<file path="src/rgb_pixel_blend_modes_defines.svh">
// ---------------------------------------------------------------------------
// rgb pixel blend modes assertion macros
// shared assertion forms, clocked on clock and quiet during reset
// ---------------------------------------------------------------------------
`ifndef RGB_PIXEL_BLEND_MODES_DEFINES_SVH
`define RGB_PIXEL_BLEND_MODES_DEFINES_SVH

// property that must hold at every edge outside reset
`define RPBM_ASSERT(lbl, prop) \
   lbl: assert property (@(posedge clock) disable iff (reset) (prop)) \
      else $error("rgb_pixel_blend_modes: check failed");

// antecedent in this cycle implies consequent in the next
`define RPBM_ASSERT_NEXT(lbl, ante, cons) \
   lbl: assert property (@(posedge clock) disable iff (reset) (ante) |=> (cons)) \
      else $error("rgb_pixel_blend_modes: sequence check failed");

`endif

</file>
<file path="src/rgbpbm_pkg.sv">
// ---------------------------------------------------------------------------
// rgbpbm_pkg
// types, mode codes and the divide-by-255 helper for the pixel blender
// ---------------------------------------------------------------------------
package rgbpbm_pkg;

   localparam int NUM_CH = 3;

   typedef logic [7:0]  chan_type;
   typedef logic [15:0] prod_type;
   typedef logic [2:0]  mode_type;

   localparam chan_type CH_MAX = 8'd255;

   localparam mode_type MODE_NORMAL   = 3'd0;
   localparam mode_type MODE_ADD      = 3'd1;
   localparam mode_type MODE_MULTIPLY = 3'd2;
   localparam mode_type MODE_SCREEN   = 3'd3;
   localparam mode_type MODE_MAX      = 3'd4;

   // floor(x / 255) for x up to 255*255, by add-and-shift
   function automatic chan_type div255(input prod_type x);
      logic [16:0] t;
      t = {1'b0, x} + 17'd1 + {9'b0, x[15:8]};
      return t[15:8];
   endfunction

endpackage

</file>
<file path="src/rgb_pixel_blend_modes.sv">
// ---------------------------------------------------------------------------
// rgb_pixel_blend_modes
// per-channel blend of a source pixel over a destination pixel by mode,
// then a fade from destination toward the blend by opacity
// ---------------------------------------------------------------------------
//  channel | direction | handshake          | payload
//  req_    | in        | req_valid/req_stall | dst rgb, src rgb, mode, opacity
//  rsp_    | out       | rsp_valid/rsp_stall | out rgb
//
//  four register stages: products, mode select, opacity product, output
//  one pixel accepted every cycle when not stalled
//  the 8x8 multiplies per channel (two in stage 1, one in stage 3) set the stage split
//  synchronous reset clears only the stage valid bits
//  a stage advances whenever the one after it is empty or advancing,
//  so bubbles collapse and a stalled output still lets earlier stages fill
// ---------------------------------------------------------------------------
module rgb_pixel_blend_modes
   import rgbpbm_pkg::*;
(
   input  logic     clock,
   input  logic     reset,

   input  logic     req_valid,
   output logic     req_stall,
   input  chan_type req_dst_red,
   input  chan_type req_dst_green,
   input  chan_type req_dst_blue,
   input  chan_type req_src_red,
   input  chan_type req_src_green,
   input  chan_type req_src_blue,
   input  mode_type req_blend_mode,
   input  chan_type req_opacity,

   output logic     rsp_valid,
   input  logic     rsp_stall,
   output chan_type rsp_out_red,
   output chan_type rsp_out_green,
   output chan_type rsp_out_blue
);

   // stage 1: raw products and sum
   logic                           s1_valid_ff;
   chan_type [NUM_CH-1:0]          s1_dst_ff, s1_src_ff;
   prod_type [NUM_CH-1:0]          s1_mul_ff, s1_mul_in;
   prod_type [NUM_CH-1:0]          s1_scr_ff, s1_scr_in;
   logic     [NUM_CH-1:0][8:0]     s1_sum_ff, s1_sum_in;
   mode_type                       s1_mode_ff;
   chan_type                       s1_opac_ff;

   // stage 2: distance from destination to mixed value
   logic                           s2_valid_ff;
   chan_type [NUM_CH-1:0]          s2_dst_ff;
   chan_type [NUM_CH-1:0]          s2_diff_ff, s2_diff_in;
   logic     [NUM_CH-1:0]          s2_neg_ff, s2_neg_in;
   chan_type                       s2_opac_ff;

   // stage 3: opacity product
   logic                           s3_valid_ff;
   chan_type [NUM_CH-1:0]          s3_dst_ff;
   prod_type [NUM_CH-1:0]          s3_prod_ff, s3_prod_in;
   logic     [NUM_CH-1:0]          s3_neg_ff;

   // stage 4: output register
   logic                           out_valid_ff;
   chan_type [NUM_CH-1:0]          out_pix_ff, out_pix_in;

   chan_type [NUM_CH-1:0]          in_dst, in_src;
   chan_type [NUM_CH-1:0]          mixed;
   chan_type                       mag;

   logic en1, en2, en3, en4;
   logic pipe_full;

   assign en4 = !out_valid_ff || !rsp_stall;
   assign en3 = !s3_valid_ff || en4;
   assign en2 = !s2_valid_ff || en3;
   assign en1 = !s1_valid_ff || en2;

   assign req_stall = !en1;
   assign pipe_full = s1_valid_ff && s2_valid_ff && s3_valid_ff && out_valid_ff;

   assign in_dst = {req_dst_blue, req_dst_green, req_dst_red};
   assign in_src = {req_src_blue, req_src_green, req_src_red};

   always_comb begin
      for (int c = 0; c < NUM_CH; c++) begin
         s1_mul_in[c] = in_dst[c] * in_src[c];
         s1_scr_in[c] = (CH_MAX - in_dst[c]) * (CH_MAX - in_src[c]);
         s1_sum_in[c] = {1'b0, in_dst[c]} + {1'b0, in_src[c]};
      end
   end

   always_comb begin
      for (int c = 0; c < NUM_CH; c++) begin
         case (s1_mode_ff)
            MODE_ADD:      mixed[c] = s1_sum_ff[c][8] ? CH_MAX : s1_sum_ff[c][7:0];
            MODE_MULTIPLY: mixed[c] = div255(s1_mul_ff[c]);
            MODE_SCREEN:   mixed[c] = CH_MAX - div255(s1_scr_ff[c]);
            MODE_MAX:      mixed[c] = (s1_dst_ff[c] > s1_src_ff[c]) ? s1_dst_ff[c]
                                                                    : s1_src_ff[c];
            default:       mixed[c] = s1_src_ff[c];
         endcase
         s2_neg_in[c]  = mixed[c] < s1_dst_ff[c];
         s2_diff_in[c] = s2_neg_in[c] ? (s1_dst_ff[c] - mixed[c])
                                      : (mixed[c] - s1_dst_ff[c]);
      end
   end

   always_comb begin
      for (int c = 0; c < NUM_CH; c++) begin
         s3_prod_in[c] = s2_diff_ff[c] * s2_opac_ff;
      end
   end

   // opacity 255 needs no special case: mag then equals the full distance
   always_comb begin
      mag = '0;
      for (int c = 0; c < NUM_CH; c++) begin
         mag           = div255(s3_prod_ff[c]);
         out_pix_in[c] = s3_neg_ff[c] ? (s3_dst_ff[c] - mag) : (s3_dst_ff[c] + mag);
      end
   end

   always_ff @(posedge clock) begin
      if (reset) begin
         s1_valid_ff  <= 1'b0;
         s2_valid_ff  <= 1'b0;
         s3_valid_ff  <= 1'b0;
         out_valid_ff <= 1'b0;
      end else begin
         if (en1) s1_valid_ff  <= req_valid;
         if (en2) s2_valid_ff  <= s1_valid_ff;
         if (en3) s3_valid_ff  <= s2_valid_ff;
         if (en4) out_valid_ff <= s3_valid_ff;
      end
   end

   always_ff @(posedge clock) begin
      if (en1) begin
         s1_dst_ff  <= in_dst;
         s1_src_ff  <= in_src;
         s1_mul_ff  <= s1_mul_in;
         s1_scr_ff  <= s1_scr_in;
         s1_sum_ff  <= s1_sum_in;
         s1_mode_ff <= req_blend_mode;
         s1_opac_ff <= req_opacity;
      end
      if (en2) begin
         s2_dst_ff  <= s1_dst_ff;
         s2_diff_ff <= s2_diff_in;
         s2_neg_ff  <= s2_neg_in;
         s2_opac_ff <= s1_opac_ff;
      end
      if (en3) begin
         s3_dst_ff  <= s2_dst_ff;
         s3_prod_ff <= s3_prod_in;
         s3_neg_ff  <= s2_neg_ff;
      end
      if (en4) begin
         out_pix_ff <= out_pix_in;
      end
   end

   assign rsp_valid     = out_valid_ff;
   assign rsp_out_red   = out_pix_ff[0];
   assign rsp_out_green = out_pix_ff[1];
   assign rsp_out_blue  = out_pix_ff[2];

`include "rgb_pixel_blend_modes_defines.svh"

   `RPBM_ASSERT_NEXT(a_accept_fills_s1, req_valid && !req_stall, s1_valid_ff)
   `RPBM_ASSERT_NEXT(a_s3_held_on_stall, s3_valid_ff && out_valid_ff && rsp_stall, s3_valid_ff)
   `RPBM_ASSERT(a_stall_chain, !req_stall || (pipe_full && rsp_stall))
   `RPBM_ASSERT(a_zero_mag_keeps_dst, !s3_valid_ff || |s3_prod_ff[0] || out_pix_in[0] == s3_dst_ff[0])

endmodule
</file>
<file path="config.mk">
export PLATFORM = sky130hd
export DESIGN_NAME = rgb_pixel_blend_modes
export DESIGN_NICKNAME = d
export VERILOG_FILES = /design/src/rgbpbm_pkg.sv /design/src/rgb_pixel_blend_modes.sv
export VERILOG_INCLUDE_DIRS = /design/src /design/src/src
export SDC_FILE = /design/constraint.sdc
export NUM_CORES = 2
export LEC_CHECK = 0
export BUFFER_PORTS_ARGS = -buffer_cell sky130_fd_sc_hd__buf_2
export CAP_MARGIN = 15
export CORE_UTILIZATION = 30
export DETAILED_ROUTE_END_ITERATION = 12
export HOLD_SLACK_MARGIN = 0.06
export PLACE_DENSITY_LB_ADDON = 0.15
export SYNTH_ARGS = -nofsm -noshare
export SYNTH_HDL_FRONTEND = slang
export SYNTH_SLANG_ARGS = --single-unit
</file>
<file path="constraint.sdc">
create_clock -name clock -period 10.8 [get_ports clock]
set_input_delay 0.54 -clock clock [delete_from_list [all_inputs] [get_ports clock]]
set_output_delay 0.54 -clock clock [all_outputs]
set_load 0.01 [all_outputs]
</file>
==> key figures <==
Timing
  • Final min period: 5.540 ns
  • Hold violation total from the final report: 0
  • Max Fclk: 180.5 MHz
  • Fin crit share: 51.30%
  • # setup viols final: 0
  • Worst slew pin tran: 1.141 ns
  • Slew headroom: 23.63%
  • Final worst slack: 5.260 ns
  • Slew Viols, Final: 0
  • Hold slack: 0.1239 ns
  • RSZ-0062 raised after global routing: no
  • Setup TNS: 0 ns
  • Clock Skews: 0.04355 ns

Clock network
  • CTS H-tree depth: 2
  • Worst-path clk slew: 0.06 ns
  • Postcts setup bufs: 0
  • Clk buf depth: 3
  • Clk sinks: 344
  • CTS buffer count: 44
  • Clock Latency Late Sink: 0.60 ns
  • CTS tree: built
  • Post-CTS Resized: 0
  • Hold-fix buffers, CTS: 0
  • Root Buffer: clkbuf_16

Logic synthesis
  • Post-Synthesis Net Count: 4642
  • Yosys top cell by area: edfxtp_1
  • Post-Syn Area per Cell: 9.958 um2
  • Number of enable flip-flop cells after synthesis: 340
  • Top cells by area, synth: edfxtp_1 28%, fa_1 18%, ha_1 18%
  • Post-synthesis register bit count: 344
  • Post-synth top flop: edfxtp_1
  • Synth Cell Area: 36850 um2
  • Sequential share of the synthesized area: 27.93%
  • Netlist cell types: 76
  • Synth cell count leaders: 652 x inv_1, 540 x ha_1, 371 x nor2_1
  • Share of the synthesized area in the top cell type: 27.71%
  • Asr flop ratio synth: 0%
  • Post-synthesis cell count: 3700
  • YS warnings: 0
  • Cell with the most instances after synthesis: inv_1

Routing
  • Routed WL: 90.05 mm
  • ANT nets after route: 0
  • DR WL met3: 2.453 mm
  • Initial DRC count: 1241
  • WL per Instance: 16.58 um
  • Vias/cell: 4.590
  • Vias: 24932
  • Met2 WL: 40.44 mm
  • Residual DRC: 0
  • Top layer used by detailed routing: met4
  • Metal1 wirelength: 45.63 mm
  • Initial DRT Pass Iterations: 5

Floorplanning
  • Chip height: 352.5 um
  • Die W: 352.5 um
  • IO Count: 89
  • Die Area: 124200 um2
  • Rows: 128
  • Initial Util: 30.23%
  • Core ar.: 121900 um2

Worst setup path
  • Critical Path Fanout Max: 14
  • Worst Setup Path Type: reg -> reg
  • WP data required: 11.12 ns
  • Critical path arrival: 5.86 ns
  • FF-to-FF setup slack: 5.26 ns
  • CP startpoint kind: register
  • Critical Path End Type: register

Layout
  • Nets@finish: 4716
  • Area grow syn2layout: 10.08%
  • Fraction of layout cells with a size suffix above 1: 5.675%
  • Design area: 40560 um2
  • Fillers: 12498

Global route
  • First-pass GRT wire length: 146.9 mm
  • Global-route usage over all layers: 14.79%
  • Maximum number of pins on one net before global-route repair: 161
  • Vias in the first global route: 26216
  • Initial antenna violation count: 1
  • Total grt overflow: 0

Job
  • Max cap viols: 0

Placed design
  • Placed cell areas: 39140 um2
  • RePlAce Congestion: 0.8092
  • Port bufs: 88
  • Pre-CTS setup slack: 5.192 ns
  • DP HPWL: 70.97 mm

Pwr
  • VDD IR max: 0.2344 mV
  • Tot Pwr: 11.75 mW
  • P_leak: 19.36 nW
  • Power Density: 289.8 nW/um2

Run status
  • Status: complete, no violations

Hold path
  • HP Class: in -> reg
==> layer usage <==
layer / track usage [%] / vias up
li1: - / 12390
met1: 21.25 / 12136
met2: 23.90 / 307
met3: 1.620 / 99
met4: 3.043 / 0
met5: 0 / -
==> flip-flops by register name, indices dropped and copies added (netlist names), 8 cells and up <==
| name | cells |
|---|---|
| rsp_out_blue | 8 |
| s2_diff_ff | 24 |
| s1_scr_ff | 48 |
| s3_prod_ff | 48 |
| s2_opac_ff | 8 |
| s1_src_ff | 24 |
| s1_opac_ff | 8 |
| s3_dst_ff | 24 |
| s1_mul_ff | 48 |
| rsp_out_red | 8 |
| s1_sum_ff | 27 |
| rsp_out_green | 8 |
| s2_dst_ff | 24 |
| s1_dst_ff | 24 |
==> power breakdown <==
group	internal (mW)	leakage, nW	total, mW	switching (mW)
Combinational	3.45	15.0	7.51	4.07
Clock	0.882	0.688	1.47	0.588
Sequential	2.33	3.67	2.77	0.435
==> final cells by class <==
type	instances	area [um2]	area share, %
inverter	676	2539	6.259
multi-input combinational	2611	23760	58.57
antenna	1	2.502	0.006170
tap	1625	2033	5.013
clock inverter	23	254.0	0.6263
clock buffer	55	1164	2.869
sequential	344	10290	25.37
timing repair buffer	97	520.5	1.283
==> logic make-up after synthesis <==
logic type,share of synthesized area [%]
AND/OR/NAND/NOR,12.24
adder cells (fa/ha/maj),36.76
buffers and inverters,7.661
AO/OA/AOI/OAI,9.549
flip-flops,27.93
XOR/XNOR,5.087
multiplexers,0.7810
==> worst max-delay path, cell delays in order (launching register included) <==
cell and delay, ns:
edfxtp_1 0.50, ha_1 0.35, nor2b_1 0.13, o211ai_1 0.15
a21oi_1 0.08, o22ai_1 0.77, nor2_1 0.15, a22oi_1 0.19
o221ai_1 0.13, or3_1 0.37, inv_1 0.10, ha_1 0.14
inv_1 0.05, fa_1 0.39, a21oi_2 0.18, o211ai_2 0.13
o41ai_4 0.59, mux2_4 0.36, nand2_1 0.07, nand2_1 0.06
a221oi_1 0.30, xnor2_1 0.10
==> final timing paths <==
kind                                               from                  endpoint  cells past startpoint
worst max-delay path            s1_dst_ff[17]$_DFFE_PN_  s2_diff_ff[22]$_DFFE_PP_                     21
worst min-delay path                     req_opacity[7]   s1_opac_ff[7]$_DFFE_PN_                      1
worst max register to register  s1_dst_ff[17]$_DFFE_PN_  s2_diff_ff[22]$_DFFE_PP_                     21
worst min register to register  s2_dst_ff[16]$_DFFE_PP_   s3_dst_ff[16]$_DFFE_PP_                      0
==> layout by cell type, fill, tap and decap left out, types with 10 or more instances in the layout <==
cell type and count:
a211oi_1 12, a21o_1 62, a21oi_1 150, a22oi_1 10, and2_1 170, and3_1 12, buf_2 88, clkbuf_1 10
clkbuf_16 45, clkinv_1 16, edfxtp_1 340, fa_1 339, ha_1 540, inv_1 651, inv_2 12, mux2_2 10
mux2i_1 16, nand2_1 224, nand2b_1 20, nand3_1 43, nand4_1 14, nor2_1 371, nor2b_1 35, nor3_1 44
o211ai_1 23, o21a_1 27, o21ai_0 81, o21bai_1 24, o32a_1 16, o32ai_1 13, or2_2 10, or3_1 14
xnor2_1 154, xor2_1 59
==> stage by stage <==
stage	cells	util [%]
after floorplan	3700	-
after global placement	5353	32.11
after detailed placement	5353	32.11
after CTS	5431	33.28
after global routing	5432	33.28
final	5432	33.28
(Power assumes the default switching activity.)
